$ cat src/rtl/core/conv3_pkg.sv
// ----------------------------------------------------------------------------
// conv3_pkg: shared types and constants of the 3x3 stream filter
// Field widths, register indexes, reset values and the records that pass
// between the front part, the item queue and the back part.
// ----------------------------------------------------------------------------
package conv3_pkg;

	localparam int PIX_W         = 8;
	localparam int COUNT_W       = 11;
	localparam int TAP_W         = 5;
	localparam int KSIZE         = 3;
	localparam int NTAPS         = KSIZE * KSIZE;
	localparam int KERN_W        = NTAPS * TAP_W;
	localparam int LINE_W        = 2 * PIX_W;
	localparam int MAX_WIDTH_DEF = 1024;
	localparam int QUEUE_DEPTH   = 4;
	localparam int QAW           = $clog2(QUEUE_DEPTH);
	localparam int QCW           = $clog2(QUEUE_DEPTH + 1);
	localparam int CFG_IDX_W     = 2;

	localparam logic [COUNT_W-1:0] WIDTH_RESET  = COUNT_W'(640);
	localparam logic [COUNT_W-1:0] HEIGHT_RESET = COUNT_W'(480);
	localparam logic [PIX_W-1:0]   PAD_RESET    = PIX_W'(10);
	localparam logic [KERN_W-1:0]  KERN_RESET   = '0;

	typedef enum logic [CFG_IDX_W-1:0] {
		REG_FRAME_WIDTH  = 2'd0,
		REG_FRAME_HEIGHT = 2'd1,
		REG_PAD_VALUE    = 2'd2,
		REG_KERNEL       = 2'd3
	} cfg_reg_t;

	typedef struct packed {
		logic [COUNT_W-1:0] frame_width;
		logic [COUNT_W-1:0] frame_height;
		logic [PIX_W-1:0]   pad_value;
		logic [KERN_W-1:0]  kernel_coeffs;
	} conv3_cfg_t;

	typedef struct packed {
		logic [PIX_W-1:0] top;
		logic [PIX_W-1:0] mid;
		logic [PIX_W-1:0] bot;
		logic             first;
		logic             valid;
		logic             last;
	} conv3_entry_t;

endpackage

$ cat src/rtl/core/conv3_queue.sv
// ----------------------------------------------------------------------------
// conv3_queue: short item queue between front and back
// Holds window columns so that intake and output can stall independently.
// ----------------------------------------------------------------------------
module conv3_queue (
	input  logic                      clk,
	input  logic                      arst_n,
	input  logic                      push,
	input  conv3_pkg::conv3_entry_t   push_entry,
	input  logic                      pop,
	output conv3_pkg::conv3_entry_t   head,
	output logic                      empty,
	output logic [conv3_pkg::QCW-1:0] count
);
	import conv3_pkg::*;

	conv3_entry_t   mem_q [QUEUE_DEPTH];
	logic [QAW-1:0] wr_ptr_q;
	logic [QAW-1:0] rd_ptr_q;
	logic [QCW-1:0] count_q;

	assign head  = mem_q[rd_ptr_q];
	assign empty = count_q == '0;
	assign count = count_q;

	always_ff @(posedge clk or negedge arst_n) begin
		if (!arst_n) begin
			wr_ptr_q <= '0;
			rd_ptr_q <= '0;
			count_q  <= '0;
		end else begin
			if (push) begin
				wr_ptr_q <= wr_ptr_q + QAW'(1);
			end
			if (pop) begin
				rd_ptr_q <= rd_ptr_q + QAW'(1);
			end
			count_q <= count_q + QCW'(push) - QCW'(pop);
		end
	end

	always_ff @(posedge clk) begin
		if (push) begin
			mem_q[wr_ptr_q] <= push_entry;
		end
	end

	a_no_overflow: assert property (@(posedge clk) disable iff (!arst_n)
		push && !pop |-> count_q < QCW'(QUEUE_DEPTH))
		else $error("item pushed into a full queue");

	a_no_underflow: assert property (@(posedge clk) disable iff (!arst_n)
		pop |-> !empty)
		else $error("item popped from an empty queue");

endmodule

$ cat config.mk
export PLATFORM = sky130hd
export DESIGN_NAME = conv3_queue
export DESIGN_NICKNAME = d
export VERILOG_FILES = /design/src/rtl/core/conv3_pkg.sv /design/src/rtl/core/conv3_queue.sv
export SDC_FILE = /design/constraint.sdc
export NUM_CORES = 1
export LEC_CHECK = 0
export BUFFER_PORTS_ARGS = -buffer_cell sky130_fd_sc_hd__buf_2
export CORE_ASPECT_RATIO = 0.7
export CORE_UTILIZATION = 51
export DETAILED_ROUTE_END_ITERATION = 10
export PLACE_DENSITY = 0.75
export SYNTH_ARGS = -nofsm -noshare
export SYNTH_HDL_FRONTEND = slang
export SYNTH_SLANG_ARGS = --single-unit
$ cat constraint.sdc
create_clock -name clk -period 1.6 [get_ports clk]
set_input_delay 0.32 -clock clk [delete_from_list [all_inputs] [get_ports clk]]
set_output_delay 0.32 -clock clk [all_outputs]
set_load 0.05 [all_outputs]
==> summary.txt <==
Critical path
  • Worst flop-to-flop path endpoint: count[2]
  • Critical R2R Launch: count[0]
  • WP data required: 1.28 ns
  • Crit start category: flop
  • Critical Path AT: 1.72 ns
  • Critical path class: reg2out
  • Crit-path max FO: 14
  • R2R depth: 7
  • Reg2reg setup slack: 0.01 ns
  • CP Capture Type: output pin

Detailed routing
  • DR pass1 iterations: 7
  • Remaining DRCs: 7
  • Wire per inst: 19.4 µm
  • Post-route ant nets: 0
  • Metal3 WL: 449 µm
  • Detailed Route WL: 7360 µm
  • DR WL met2: 3570 µm
  • Wl on met1: 3270 µm
  • Via density: 5.37
  • Vias: 2035
  • Initial DRC count: 157
  • Top sig layer: met4

Placement
  • Dpl cell area: 4910 µm²
  • RD Place Congestion: 0.689
  • # placed instances: 345
  • Port-buffer cells: 61
  • DP Wirelength: 4660 µm

Logic synthesis
  • Register area share after synthesis: 79.7%
  • Synth top area share: 75.6%
  • Synthesized instance count: 174
  • Synth Register Bits: 115
  • Cell taking the most area after synthesis: edfxtp_1
  • Cell Area, Synth: 4290 µm²
  • Top post-synthesis cells by area: edfxtp_1, mux4_2, dfrtp_1, ha_1, mux4_1
  • Ys Warns: 0
  • Post-synth net total: 212
  • Distinct cell type count after synthesis: 17
  • Mean Syn Cell Area: 24.6 µm²

Clocking
  • Clock Sinks: 115
  • CTS tree: built
  • Reg clk slew, reported paths: 0.05 ns
  • CTS H-tree lvls: 4
  • Cts bufs inserted: 17
  • Clock root cell: clkbuf_16
  • Worst-Skew Late Latency: 0.40 ns
  • CTS max path bufs: 2

Status
  • Status: complete, but fails checks
  • Violated checks: DRC, setup timing

Pwr
  • Sequential power share: 31.5%
  • Comb power frac: 39.9%
  • Clock power share: 28.6%
  • Worst VDD drop: 0.00148 V
  • Internal power: 0.00869 W
  • Sw Share: 34.5%
  • Psw: 0.00458 W
  • P per Cell Area: 2320 nW/µm²
  • Leak: 2.08 nW

STA
  • Final Setup Violations: 27
  • RSZ-0062 raised after global routing: yes
  • Rel. slew slack: 83.3%
  • Worst Skew: 0.00778 ns
  • Final WS setup: -0.439 ns
  • Final Max Slew Viols: 0
  • Tcrit/Tclk final: 127%
  • Final Hold Vio Count: 0
  • Crit path time final: 2.04 ns
  • Fmax achieved: 0.490 GHz
  • Slew @ Worst Pin: 0.252 ns

Floorplanning
  • Row cnt: 27
  • Die W: 112 µm
  • Die ar.: 8780 µm²
  • Die H: 78.7 µm
  • Io pins: 62
  • Starting Density: 53.6%
  • Core Area: 8010 µm²

Final layout
  • Area Overhead vs Synth: 33.3%
  • Antenna fix cells: 0
  • Commonest non-fill, non-tap cell in the layout: edfxtp_1
  • Multi-input logic area: 840 µm²
  • Layout fillers: 458
  • Final std cells w/o fill: 379
  • Finished Cell Area: 5720 µm²
  • Register area: 3420 µm²
  • Nets: 303
  • Most frequent cells in the layout: edfxtp_1, buf_2, mux4_2
  • Share of cells above drive strength 1: 51.4%

Min path
  • HP Class: in2reg
  • Cells on Worst Hold Path: 1
  • Worst Hold Launch: push_entry[11]
  • Hold EP: mem_q[1][11]

Global route
  • Initial antenna violation count: 1
  • Total GRT Usage: 19.4%
  • Largest net degree at the start of global routing: 18
  • Number of global-route vias before repair: 2271
  • Total grt overflow: 0
  • First-pass GRT wire length: 11900 µm

Flow run
  • Max-Cap Viols: 0
[sequential cells by signal, summed over array words and instances (netlist names)]
register / flops
rd_ptr_q: 2
count: 3
mem_q: 108
wr_ptr_q: 2
[cell usage after synthesis]
| master | number |
|---|---|
| and2_1 | 4 |
| buf_12 | 1 |
| buf_2 | 3 |
| buf_4 | 1 |
| buf_6 | 1 |
| dfrtp_1 | 7 |
| edfxtp_1 | 108 |
| fa_1 | 1 |
| ha_1 | 6 |
| inv_1 | 6 |
| mux4_1 | 1 |
| mux4_2 | 26 |
| nand2_1 | 2 |
| nor3_1 | 1 |
| o21ai_0 | 1 |
| xnor2_1 | 3 |
| xor2_1 | 2 |
[timing repair]
| item | 4_1_cts | 5_1_grt |
|---|---|---|
| endpoints found under the hold margin | 7 | 0 |
| pin swaps | 5 | 3 |
| gates resized for setup | 57 | 0 |
| hold buffers | 1 | 0 |
| setup endpoints to repair | 29 | 29 |
| setup buffers | 1 | 0 |
[per-layer routing]
layer	vias to the layer above	global-route usage [%]
li1	902	-
met1	1061	25.6
met2	66	30.1
met3	6	6.34
met4	0	8.92
met5	-	0
[power by group through the flow]
stage | sequential [W] | clock, W | combinational [W]
2_1_floorplan | 0.00429 | 0 | 0.00337
3_3_place_gp | 0.00420 | 0 | 0.00460
3_5_place_dp | 0.00422 | 0 | 0.00466
4_1_cts | 0.00418 | 0.00384 | 0.00535
5_1_grt | 0.00423 | 0.00398 | 0.00556
6_report | 0.00418 | 0.00379 | 0.00530
[worst max-delay path, cell delays in order, from the launching register on]
cell,delay (ns)
dfrtp_2,0.41
buf_12,0.18
mux4_2,0.54
buf_6,0.17
[cell type report]
class                           instances  area share (%)
Sequential cell                       115            59.9
Multi-Input combinational cell         47            14.7
Timing Repair Buffer                   78            12.4
Clock buffer                           19            7.57
Clock inverter                         13            2.89
Tap cell                              101            2.21
Inverter                                6           0.394
[stage by stage]
step | setup TNS (ns) | hold WS (ns) | setup WS (ns) | util, % | power, W
after floorplan | -0.496 | 0.0244 | -0.184 | - | 0.00766
after global placement | -0.824 | 0.171 | -0.0543 | 61.3 | 0.00880
after detailed placement | -1.10 | 0.173 | -0.0707 | 61.3 | 0.00888
after CTS | -11.93 | 0.117 | -0.470 | 71.4 | 0.0134
after global routing | -12.55 | 0.126 | -0.492 | 71.4 | 0.0138
final | -11.14 | 0.130 | -0.439 | 71.4 | 0.0133
[kinds of logic (layout without fill, tap and decap cells)]
family	Yosys count	in the layout	share of synthesized area [%]
DFF	115	115	79.7
muxes	27	27	14.3
buffers and inverters	12	116	1.78
adders and majority gates	7	7	2.22
and+or+nand+nor	7	7	0.875
xor gates and xnor gates	5	5	1.02
AOI/OAI and AO/OA	1	1	0.117
[how the worst max path moves through the flow]
stage	from	slack, ns	endpoint	depth (start not counted)
3_3_place_gp	rd_ptr_q[0]	-0.05	head[7]	3
6_report	rd_ptr_q[0]	-0.44	head[7]	3
5_1_grt	rd_ptr_q[0]	-0.49	head[7]	3
3_5_place_dp	rd_ptr_q[0]	-0.07	head[7]	3
4_1_cts	rd_ptr_q[0]	-0.47	head[7]	3
2_1_floorplan	count[0]	-0.18	count[2]	7
Note: power is estimated with default switching activity, not from simulation.
