**config.mk**
```make
export PLATFORM = sky130hd
export DESIGN_NAME = conv3_back
export DESIGN_NICKNAME = d
export VERILOG_FILES = /design/src/rtl/core/conv3_pkg.sv /design/src/rtl/core/conv3_back.sv
export SDC_FILE = /design/constraint.sdc
export NUM_CORES = 1
export LEC_CHECK = 0
export ABC_CLOCK_PERIOD_IN_PS = 5250
export BUFFER_PORTS_ARGS = -buffer_cell sky130_fd_sc_hd__buf_2
export CAP_MARGIN = 25
export CORE_MARGIN = 1
export CORE_UTILIZATION = 40
export CTS_BUF_LIST = sky130_fd_sc_hd__clkbuf_4 sky130_fd_sc_hd__clkbuf_8
export CTS_CLUSTER_DIAMETER = 150
export DETAILED_ROUTE_END_ITERATION = 16
export PLACE_DENSITY = 0.54
export RECOVER_POWER = 50
export SKIP_LAST_GASP = 1
export SLEW_MARGIN = 40
export SYNTH_ARGS = -nofsm -noshare
export SYNTH_HDL_FRONTEND = slang
export SYNTH_SLANG_ARGS = --single-unit
```
**constraint.sdc**
```tcl
create_clock -name clk -period 5.25 [get_ports clk]
set_clock_uncertainty 0.15 [all_clocks]
set_input_delay 0.525 -clock clk [delete_from_list [all_inputs] [get_ports clk]]
set_output_delay 0.525 -clock clk [all_outputs]
set_load 0.02 [all_outputs]
```
**src/rtl/core/conv3_pkg.sv**
```systemverilog
// ----------------------------------------------------------------------------
// conv3_pkg: shared types and constants of the 3x3 stream filter
// Field widths, register indexes, reset values and the records that pass
// between the front part, the item queue and the back part.
// ----------------------------------------------------------------------------
package conv3_pkg;

	localparam int PIX_W         = 8;
	localparam int COUNT_W       = 11;
	localparam int TAP_W         = 5;
	localparam int KSIZE         = 3;
	localparam int NTAPS         = KSIZE * KSIZE;
	localparam int KERN_W        = NTAPS * TAP_W;
	localparam int LINE_W        = 2 * PIX_W;
	localparam int MAX_WIDTH_DEF = 1024;
	localparam int QUEUE_DEPTH   = 4;
	localparam int QAW           = $clog2(QUEUE_DEPTH);
	localparam int QCW           = $clog2(QUEUE_DEPTH + 1);
	localparam int CFG_IDX_W     = 2;

	localparam logic [COUNT_W-1:0] WIDTH_RESET  = COUNT_W'(640);
	localparam logic [COUNT_W-1:0] HEIGHT_RESET = COUNT_W'(480);
	localparam logic [PIX_W-1:0]   PAD_RESET    = PIX_W'(10);
	localparam logic [KERN_W-1:0]  KERN_RESET   = '0;

	typedef enum logic [CFG_IDX_W-1:0] {
		REG_FRAME_WIDTH  = 2'd0,
		REG_FRAME_HEIGHT = 2'd1,
		REG_PAD_VALUE    = 2'd2,
		REG_KERNEL       = 2'd3
	} cfg_reg_t;

	typedef struct packed {
		logic [COUNT_W-1:0] frame_width;
		logic [COUNT_W-1:0] frame_height;
		logic [PIX_W-1:0]   pad_value;
		logic [KERN_W-1:0]  kernel_coeffs;
	} conv3_cfg_t;

	typedef struct packed {
		logic [PIX_W-1:0] top;
		logic [PIX_W-1:0] mid;
		logic [PIX_W-1:0] bot;
		logic             first;
		logic             valid;
		logic             last;
	} conv3_entry_t;

endpackage

```
**src/rtl/core/conv3_back.sv**
```systemverilog
// ----------------------------------------------------------------------------
// conv3_back: window shift and nine-tap sum
// Shifts each queued column into the 3x3 window, forms the tap products in
// one stage and their byte sum in the next, into the output register.
// ----------------------------------------------------------------------------
module conv3_back (
	input  logic                        clk,
	input  logic                        arst_n,
	input  conv3_pkg::conv3_cfg_t       cfg,
	input  logic                        q_empty,
	input  conv3_pkg::conv3_entry_t     q_head,
	output logic                        pop,
	output logic                        m_tvalid,
	input  logic                        m_tready,
	output logic [conv3_pkg::PIX_W-1:0] filtered,
	output logic                        valid_res,
	output logic                        last
);
	import conv3_pkg::*;

	logic             en;
	logic [PIX_W-1:0] win_q [KSIZE][KSIZE];
	logic             v_s1;
	logic             valid_s1;
	logic             last_s1;
	logic [PIX_W-1:0] prod_c [NTAPS];
	logic [PIX_W-1:0] prod_s2 [NTAPS];
	logic             v_s2;
	logic             valid_s2;
	logic             last_s2;
	logic [PIX_W-1:0] sum_c;
	logic             out_valid_q;
	logic [PIX_W-1:0] filtered_q;
	logic             valid_q;
	logic             last_q;

	assign en  = !out_valid_q || m_tready;
	assign pop = en && !q_empty;

	always_ff @(posedge clk) begin
		if (pop) begin
			for (int i = 0; i < KSIZE; i++) begin
				for (int j = 0; j < KSIZE - 1; j++) begin
					win_q[i][j] <= q_head.first ? cfg.pad_value : win_q[i][j+1];
				end
			end
			win_q[0][KSIZE-1] <= q_head.top;
			win_q[1][KSIZE-1] <= q_head.mid;
			win_q[2][KSIZE-1] <= q_head.bot;
		end
	end

	always_comb begin
		logic [TAP_W-1:0] tap;
		logic [PIX_W-1:0] tap8;
		for (int t = 0; t < NTAPS; t++) begin
			tap       = cfg.kernel_coeffs[t*TAP_W +: TAP_W];
			tap8      = {{(PIX_W - TAP_W){tap[TAP_W-1]}}, tap};
			prod_c[t] = PIX_W'((2 * PIX_W)'(win_q[t / KSIZE][t % KSIZE]) * (2 * PIX_W)'(tap8));
		end
	end

	always_comb begin
		sum_c = prod_s2[0];
		for (int t = 1; t < NTAPS; t++) begin
			sum_c = sum_c + prod_s2[t];
		end
	end

	always_ff @(posedge clk or negedge arst_n) begin
		if (!arst_n) begin
			v_s1        <= 1'b0;
			v_s2        <= 1'b0;
			out_valid_q <= 1'b0;
		end else if (en) begin
			v_s1        <= pop;
			v_s2        <= v_s1;
			out_valid_q <= v_s2;
		end
	end

	always_ff @(posedge clk) begin
		if (en) begin
			if (pop) begin
				valid_s1 <= q_head.valid;
				last_s1  <= q_head.last;
			end
			prod_s2    <= prod_c;
			valid_s2   <= valid_s1;
			last_s2    <= last_s1;
			filtered_q <= valid_s2 ? sum_c : '0;
			valid_q    <= valid_s2;
			last_q     <= valid_s2 && last_s2;
		end
	end

	assign m_tvalid  = out_valid_q;
	assign filtered  = filtered_q;
	assign valid_res = valid_q;
	assign last      = last_q;

	a_empty_result: assert property (@(posedge clk) disable iff (!arst_n)
		out_valid_q && !valid_q |-> filtered_q == '0 && !last_q)
		else $error("result without a centre pixel carries data");

endmodule
```
==> summary.txt, run 1 <==
Root Buffer: clkbuf_8
Worst Hold Endpoint: win_q[0][54]
Final WS setup: 1.11 ns
MaxCap Viol Count: 2
CTS tree: done
layout cells sized above 1: 8.69%
Post-synth EDFFs: 158
Crit. Startpoint: prod_s2[50]
Die W: 187 µm
CTS resizes: 0
endpoint type of the worst setup path: flip-flop
Die Span Y: 187 µm
area growth from synthesis to layout: 10.7%
CP required: 5.34 ns
minimum clock period: 4.14 ns
final WL: 27700 µm
final net count: 1740
Post-route DRC: 0
H-tree levels: 4
Primary FF master, synth: edfxtp_1
number of vias per cell: 4.54
most frequent cells in the layout: 295 x inv_1, 158 x edfxtp_1, 153 x fa_1, 128 x nand2_1, 125 x ha_1
Setup Fix Bufs, Post-CTS: 0
routed length per instance: 15.3 µm
reg2reg path depth: 14
Max-slew headroom: -15.8%
CP Launch Type: flip-flop
sum of buffers and inverters on the critical path: 4
outcome: complete, but fails checks
internal power: 6.12 mW
Worst IR Drop VDD: 1.33 mV
Post-DP HPWL: 22200 µm
worst path cell trace: fa_1 > fa_1 > fa_1 > inv_1 > fa_1 > inv_1 > ha_1 > inv_1 > fa_1 > inv_1 > a21o_1 > a21oi_1 > xnor2_1 > and2_1
CP top delay family: adder cells
Max clock buf depth: 2
reg2reg start: prod_s2[50]
Flop pwr share: 21.8%
number of global-route vias before repair: 8874
Setup Crit Path Kind: flip-flop to flip-flop
IO Port Bufs: 95
post-layout util: 45.0%
worst hold path stage count: 1
clock share of power: 9.1%
Tightest Pin Transition: 1.73 ns
post-synthesis register bit count: 161
TNS Setup: 0 ns
achievable frequency: 241 MHz
drt first pass iters: 4
r2r setup slk: 1.11 ns
Starting Density: 40.7%
row count: 67
Gate power share: 69.0%
NetSw: 4.58 mW
RSZ-0062 raised after global routing: no
largest net degree at the start of global routing: 50
Hold Crit Class: input pin to flip-flop
CP peak stage delay: 0.62 ns
Hold Vio Cnt, Final: 0
worst slack, placed: 1.09 ns
Synth Instances: 1243
post-route insts no fill: 1817
Period Utilization, post-route: 78.9%
Worst path most repeated cell: fa_1
Switching Share: 42.8%
Crit path arrival time: 4.23 ns
die area: 34800 µm²
Placed Instances: 1784
cts bufs inserted: 17
syn avg cell area: 11.0 µm²
most common cell after layout, fill and taps aside: inv_1
TritonCTS Sinks: 161
top fanout value on the critical path: 2
GPL Wtd Cong: 0.824
Worst-Skew Late Latency: 0.48 ns
post-route ant nets: 0
grt ovf: 0
Synth Warn #: 0
first-pass GRT wire length: 46100 µm
setup violators final: 0
Power per Cell Area: 709 nW/µm²
via count: 8249
end of the worst register-to-register path: filtered[6]
Syn Std Cell Area: 13600 µm²
CTS clk-pin slew, worst paths: 0.10 ns
max-slew violations: 65
LEAKAGE: 7.03 nW
Core Region: 33500 µm²
Post-DP Area: 14700 µm²
gr usage total: 17.3%
final instance area: 15100 µm²
IO Count: 118
async set-reset flop share out of synthesis: 1.86%
post-synthesis sequential area ratio: 35.3%
failing checks: capacitance limit, slew limit
Slowest-stage cell, CP: fa_1
initial DRC count: 271
initial antenna violation count: 3
Mapped Nets: 1627
Inserted Diodes: 0
min-delay src: q_head[9]
synth unique cells: 21
## routing by layer
metal	GRT usage, %	routed length [µm]	vias to the layer above
met5	0	0	-
met4	4.60	331	0
met3	3.05	1040	21
met2	28.7	13300	120
met1	23.2	13100	4057
li1	-	-	4051
## layout make-up
cell class / instances / area [µm²]
flip-flops and latches: 161 / 4820
fillers: 3260 / 18400
clock buffers: 18 / 241
well taps: 448 / 561
multi-input cells: 780 / 7700
clock inverters: 14 / 179
repair buffers: 100 / 489
inverters: 296 / 1110
## worst register-to-register path, stage by stage (launching register included)
cell and delay [ns]:
edfxtp_1 0.41, fa_1 0.62, fa_1 0.46, fa_1 0.54, inv_1 0.05, fa_1 0.43
inv_1 0.07, ha_1 0.16, inv_1 0.07, fa_1 0.45, inv_1 0.08, a21o_1 0.10
a21oi_1 0.07, xnor2_1 0.12, and2_1 0.15
## logic make-up after synthesis
logic type	count (synthesis)	synth area share (%)
compound gates	92	3.78
mux	2	0.156
fa+ha+maj	278	33.9
flops	161	35.3
xor+xnor	117	7.51
simple gates	291	11.0
buf+inv	302	8.31
## sequential cells by signal, indices dropped and copies added, names as in the netlist
register and flops:
prod_s2 72, win_q 72, filtered 8, last 1
last_s1 1, last_s2 1, m_tvalid 1, v_s1 1
v_s2 1, valid_res 1, valid_s1 1, valid_s2 1
## power by group through the flow
| stage | Sequential [mW] | Combinational [mW] | Clock (mW) |
|---|---|---|---|
| after floorplan | 2.35 | 5.85 | 0 |
| after global placement | 2.36 | 7.36 | 0 |
| after detailed placement | 2.37 | 7.54 | 0 |
| after CTS | 2.34 | 7.57 | 1.01 |
| after global routing | 2.38 | 8.44 | 1.06 |
| final | 2.34 | 7.39 | 0.976 |
## cells in the mapped netlist, types with 6 or more instances
cell / n / area [µm²]
clkbuf_1: 6 / 22.5
xor2_1: 10 / 87.6
a21oi_1: 21 / 105
nand2_1: 128 / 480
o21ai_0: 49 / 245
inv_1: 296 / 1110
a21o_1: 21 / 158
xnor2_1: 107 / 937
and2_1: 145 / 907
ha_1: 125 / 1560
fa_1: 153 / 3060
nand2b_1: 10 / 62.6
edfxtp_1: 158 / 4740
## stage by stage
step	hold slack (ns)	power [mW]
detailed placement	0.175	9.91
global placement	0.172	9.72
floorplan	0.0794	8.20
CTS	0.0170	10.9
finish	0.0626	10.7
global route	0.0324	11.9
## how the worst max path moves through the flow
stage / to / slack [ns] / cells after the start
3_3_place_gp: filtered[6] / 1.13 / 14
4_1_cts: filtered[6] / 1.08 / 14
3_5_place_dp: filtered[6] / 1.09 / 14
6_report: filtered[6] / 1.11 / 14
2_1_floorplan: pop / 0.57 / 2
5_1_grt: filtered[6] / 0.94 / 14
## timing repair
item | CTS | global route
setup endpoints to repair | 0 | 0
hold endpoints to repair | 3 | 0
hold buffers | 1 | 0
Note: power is estimated with default switching activity, not from simulation.
==> run 2, diff against run 1 <==
ABC_CLOCK_PERIOD_IN_PS = 3850   (was 5250)
clock period = 3.85 ns   (was 5.25 ns; I/O delays follow)
==> summary.txt, run 2 (synthesis gave the netlist of run 1 again) <==
IO Port Bufs: 95 (unchanged)
Post-route DRC: 0 (unchanged)
final WL: 27800 µm (+0.32%)
Die Span Y: 187 µm (unchanged)
Setup Crit Path Kind: flip-flop to flip-flop
grt ovf: 0 (unchanged)
drt first pass iters: 4 (unchanged)
endpoint type of the worst setup path: flip-flop
CTS tree: done
post-route insts no fill: 1863 (+2.5%)
achievable frequency: 251 MHz (+4.1%)
max-slew violations: 64 (-1.5%)
Post-DP HPWL: 22200 µm (-0.23%)
fillers: 3213 (-1.4%)
Hold Vio Cnt, Final: 0 (unchanged)
Min Hold Slack: 0.0761 ns (+0.0135 ns)
Starting Density: 40.7% (unchanged)
Period Utilization, post-route: 103% (+24 points)
first-pass GRT wire length: 46400 µm (+0.60%)
GPL Wtd Cong: 0.813 (-1.3%)
Core Region: 33500 µm² (unchanged)
CP Launch Type: flip-flop
Placed Instances: 1798 (+0.78%)
LEAKAGE: 7.23 nW (+2.8%)
row count: 67 (unchanged)
Max-slew headroom: -17.4% (-1.6 points)
number of global-route vias before repair: 8952 (+0.88%)
final instance area: 15500 µm² (+2.7%)
Hold Crit Class: input pin to asynchronous set/reset pin
Post-DP Area: 14800 µm² (+0.89%)
area growth from synthesis to layout: 13.7%
CTS clk-pin slew, worst paths: 0.10 ns (about the same)
TritonCTS Sinks: 161 (unchanged)
CP required: 3.94 ns (-1.40 ns)
H-tree levels: 4 (unchanged)
Power per Cell Area: 1010 nW/µm² (+42%)
layout cells sized above 1: 10.5% (+1.8 points)
routed length per instance: 14.9 µm (-2.2%)
setup violators final: 4 (+4)
RSZ-0062 raised after global routing: yes
outcome: complete, but fails checks
via count: 8356 (+1.3%)
largest net degree at the start of global routing: 85 (+70%)
failing checks: capacitance limit, slew limit, setup timing
r2r setup slk: -0.13 ns (-1.24 ns)
reg2reg path depth: 14 (unchanged)
initial antenna violation count: 1 (-2)
final net count: 1784 (+2.5%)
minimum clock period: 3.98 ns (-0.165 ns)
post-route ant nets: 0 (unchanged)
most frequent cells in the layout: 290 x inv_1, 158 x edfxtp_1, 150 x fa_1, 129 x and2_1, 128 x nand2_1
most common cell after layout, fill and taps aside: inv_1
post-layout util: 46.2% (+1.2 points)
MaxCap Viol Count: 2 (unchanged)
end of the worst register-to-register path: filtered[6]
worst slack, placed: -0.138 ns (-1.23 ns)
Worst IR Drop VDD: 2.16 mV (+62%)
IO Count: 118 (unchanged)
Max clock buf depth: 2 (unchanged)
Worst-Skew Late Latency: 0.48 ns (about the same)
Crit path arrival time: 4.07 ns (-0.16 ns)
reg2reg start: prod_s2[66]
number of vias per cell: 4.49 (-1.2%)
Root Buffer: clkbuf_8
Die W: 187 µm (unchanged)
die area: 34800 µm² (unchanged)
initial DRC count: 329 (+21%)
Final WS setup: -0.130 ns (-1.24 ns)
top fanout value on the critical path: 2 (unchanged)
gr usage total: 17.3% (+0.055 points)
Tightest Pin Transition: 1.76 ns (+0.0336 ns)
cts bufs inserted: 17 (unchanged)
==> run 2: repair_timing <==
| item | in CTS | in global routing |
|---|---|---|
| cloned | 0 | 0 |
| pin swaps | 6 | 13 |
| setup buffers | 0 | 3 |
| hold buffers | 27 | 0 |
| endpoints found under the setup margin | 4 | 6 |
| gates resized for setup | 4 | 10 |
| endpoints found under the hold margin | 29 | 0 |
==> run 2: metrics by stage <==
step | TNS, ns | total power, mW
3_3_place_gp | -0.203 | 14.0
2_1_floorplan | 0 | 11.2
5_1_grt | -0.830 | 17.4
4_1_cts | -0.190 | 15.7
3_5_place_dp | -0.370 | 14.2
6_report | -0.303 | 15.6
==> run 2: final cells by class <==
class                           count  area [µm²]  share of cell area [%]
Antenna cell                        2        5.00                  0.0323
Multi-Input combinational cell    780        7710                    49.7
Clock inverter                     15         144                   0.928
Inverter                          296        1110                    7.17
Sequential cell                   161        4820                    31.1
Clock buffer                       17         234                    1.51
Timing Repair Buffer              144         920                    5.93
Tap cell                          448         561                    3.61
==> run 2: worst max-delay path: stages (launching register included) <==
cell and delay (ns):
edfxtp_1 0.41, fa_1 0.59, fa_1 0.44, fa_1 0.51
inv_1 0.05, fa_1 0.42, inv_1 0.07, ha_2 0.18
inv_2 0.04, fa_2 0.39, inv_2 0.05, a21o_1 0.11
a21oi_2 0.06, xnor2_1 0.11, and2_1 0.15
==> run 2: how the worst max path moves through the flow <==
stage | start | to | slack [ns] | cells after the start
finish | prod_s2[66] | filtered[6] | -0.13 | 14
global route | prod_s2[66] | filtered[6] | -0.25 | 14
CTS | prod_s2[58] | filtered[6] | -0.13 | 14
detailed placement | prod_s2[51] | filtered[7] | -0.14 | 12
global placement | prod_s2[66] | filtered[6] | -0.1 | 14
floorplan | prod_s2[66] | filtered[6] | 0.01 | 14
==> run 2: where the power goes <==
group,total (mW),switching (mW),internal [mW]
Clock,1.23,0.751,0.481
Sequential,3.17,0.281,2.89
Combinational,11.2,5.58,5.62
Total,15.6,6.61,8.99
==> run 2: metal layers <==
metal  wire, µm  vias up  GRT usage [%]
met2      13000      124           27.9
met3       1020       32           3.25
met1      13300     4050           23.6
li1           -     4150              -
met4        513        0           5.36
met5          0        -              0
==> run 3, diff against run 2 <==
PLACE_DENSITY = default   (was 0.54)
PLACE_DENSITY_LB_ADDON = 0.05   (was default)
==> summary.txt, run 3 (synthesis gave the netlist of run 1 again) <==
outcome: complete, but fails checks
failing checks: capacitance limit, slew limit, setup timing
internal power: 8.96 mW (-0.32%)
Die W: 187 µm (unchanged)
top fanout value on the critical path: 2 (unchanged)
NetSw: 6.36 mW (-3.9%)
row count: 67 (unchanged)
layout cells sized above 1: 9.84% (-0.64 points)
Switching Share: 41.5% (-0.88 points)
gr usage total: 17.9% (+0.60 points)
GR peak layer: met2
most common cell after layout, fill and taps aside: inv_1
Crit. Startpoint: prod_s2[66]
Die Span Y: 187 µm (unchanged)
final net count: 1784 (unchanged)
Period Utilization, post-route: 101% (-2.4 points)
Worst IR Drop VDD: 1.74 mV (-19%)
Post-route DRC: 0 (unchanged)
Worst-Skew Late Latency: 0.47 ns (about the same)
number of global-route vias before repair: 9003 (+0.57%)
Starting Density: 40.7% (unchanged)
reg2reg path depth: 14 (unchanged)
setup violators final: 1 (-3)
Power per Cell Area: 988 nW/µm² (-1.9%)
Gate power share: 70.7% (-1.1 points)
max-slew violations: 34 (-47%)
grt ovf: 0 (unchanged)
die area: 34800 µm² (unchanged)
r2r setup slk: -0.04 ns (+0.09 ns)
Max clock buf depth: 2 (unchanged)
reg2reg start: prod_s2[66]
Hold Vio Cnt, Final: 0 (unchanged)
most frequent cells in the layout: 294 x inv_1, 158 x edfxtp_1, 151 x fa_1, 131 x and2_1, 128 x nand2_1
H-tree levels: 4 (unchanged)
Max-slew headroom: -34.4% (-17 points)
Hold Crit Class: input pin to asynchronous set/reset pin
grt met2 use: 28.9% (+0.95 points)
number of vias per cell: 4.48 (-0.20%)
Placed Instances: 1800 (+0.11%)
minimum clock period: 3.89 ns (-0.0906 ns)
CP Launch Type: flip-flop
worst slack, placed: -0.108 ns (+0.0302 ns)
initial DRC count: 309 (-6.1%)
area growth from synthesis to layout: 13.7% (about the same)
endpoint type of the worst setup path: flip-flop
Tightest Pin Transition: 2.02 ns (+0.256 ns)
Crit path arrival time: 3.98 ns (-0.09 ns)
first-pass GRT wire length: 47700 µm (+2.7%)
RSZ-0062 raised after global routing: yes
Flop pwr share: 20.8% (+0.5 points)
Setup Crit Path Kind: flip-flop to flip-flop
IO Port Bufs: 95 (unchanged)
IO Count: 118 (unchanged)
met1 usage: 25.2% (+1.5 points)
achievable frequency: 257 MHz (+2.3%)
routed length per instance: 15.4 µm (+2.8%)
via count: 8335 (-0.25%)
TritonCTS Sinks: 161 (unchanged)
MaxCap Viol Count: 1 (-1)
drt first pass iters: 4 (unchanged)
GR Layer Usage met3: 2.73% (-0.53 points)
final WL: 28600 µm (+2.7%)
post-route insts no fill: 1862 (-0.054%)
CTS clk-pin slew, worst paths: 0.09 ns (about the same)
Post-DP HPWL: 22800 µm (+2.8%)
CTS tree: done
end of the worst register-to-register path: filtered[6]
largest net degree at the start of global routing: 85 (unchanged)
LEAKAGE: 7.23 nW (about the same)
cts bufs inserted: 17 (unchanged)
GPL Wtd Cong: 0.788 (-3.1%)
TNS Setup: -0.0392 ns (+0.264 ns)
Final WS setup: -0.0392 ns (+0.0906 ns)
Root Buffer: clkbuf_8
post-route ant nets: 0 (unchanged)
Core Region: 33500 µm² (unchanged)
initial antenna violation count: 0 (-1)
clock share of power: 8.5% (+0.6 points)
CP required: 3.94 ns (about the same)
## run 3: cell types whose count changed in the layout (fill, tap and decap cells not counted), sizes merged
cell      delta
buf          +1
bufinv       +3
clkbuf       -1
clkinv       +3
clkinvlp     +3
diode        -1
inv          -9
## run 3: power groups by stage
stage / clock (mW) / sequential [mW] / combinational [mW]
finish: 1.31 / 3.18 / 10.8
global route: 1.41 / 3.23 / 12.4
CTS: 1.36 / 3.19 / 11.1
detailed placement: 0 / 3.23 / 10.8
global placement: 0 / 3.22 / 10.7
floorplan: 0 / 3.20 / 8.02
## run 3: per-stage QoR
| step | power, mW | cell area, µm² | utilization [%] | hold slack, ns |
|---|---|---|---|---|
| floorplan | 11.2 | 13600 | - | -0.0606 |
| global placement | 14.0 | 14800 | 44.2 | 0.0318 |
| detailed placement | 14.1 | 14800 | 44.3 | 0.0364 |
| CTS | 15.7 | 15500 | 46.3 | 0.0286 |
| global route | 17.1 | 15500 | 46.3 | 0.0586 |
| finish | 15.3 | 15500 | 46.3 | 0.0854 |
## run 3: worst max path at each step
stage,slack (ns),cells after the start,to
after floorplan,0.01,14,filtered[6]
after global placement,-0.11,14,filtered[6]
after detailed placement,-0.11,12,filtered[7]
after CTS,-0.1,14,filtered[6]
after global routing,-0.23,14,filtered[6]
final,-0.04,14,filtered[6]
## run 3: layout make-up
cell class / count / area [µm²]
timing repair buffer: 144 / 912
multi-input combinational: 780 / 7700
clock inverter: 15 / 168
antenna: 1 / 2.50
sequential: 161 / 4820
clock buffer: 17 / 234
inverter: 296 / 1110
tap: 448 / 561
fill: 3279 / 18000
## run 3: worst max-delay path: stages (launching register included)
cell and delay (ns):
edfxtp_1 0.41, fa_1 0.59, fa_1 0.44, fa_1 0.51
inv_1 0.05, fa_1 0.42, inv_1 0.07, ha_2 0.17
inv_2 0.04, fa_2 0.32, inv_1 0.06, a21o_1 0.12
a21oi_2 0.06, xnor2_1 0.12, and2_1 0.14
## run 3: per-layer routing
layer | wire length (µm) | vias up
li1 | - | 4145
met2 | 13200 | 96
met5 | 0 | -
met3 | 745 | 26
met4 | 435 | 0
met1 | 14200 | 4068
## run 3: repair_timing
action | CTS | global route
buffers inserted | 0 | 1
endpoints found under the setup margin | 3 | 5
gates resized for setup | 3 | 2
hold buffers | 27 | 0
hold endpoints to repair | 29 | 0
pin swaps | 7 | 4
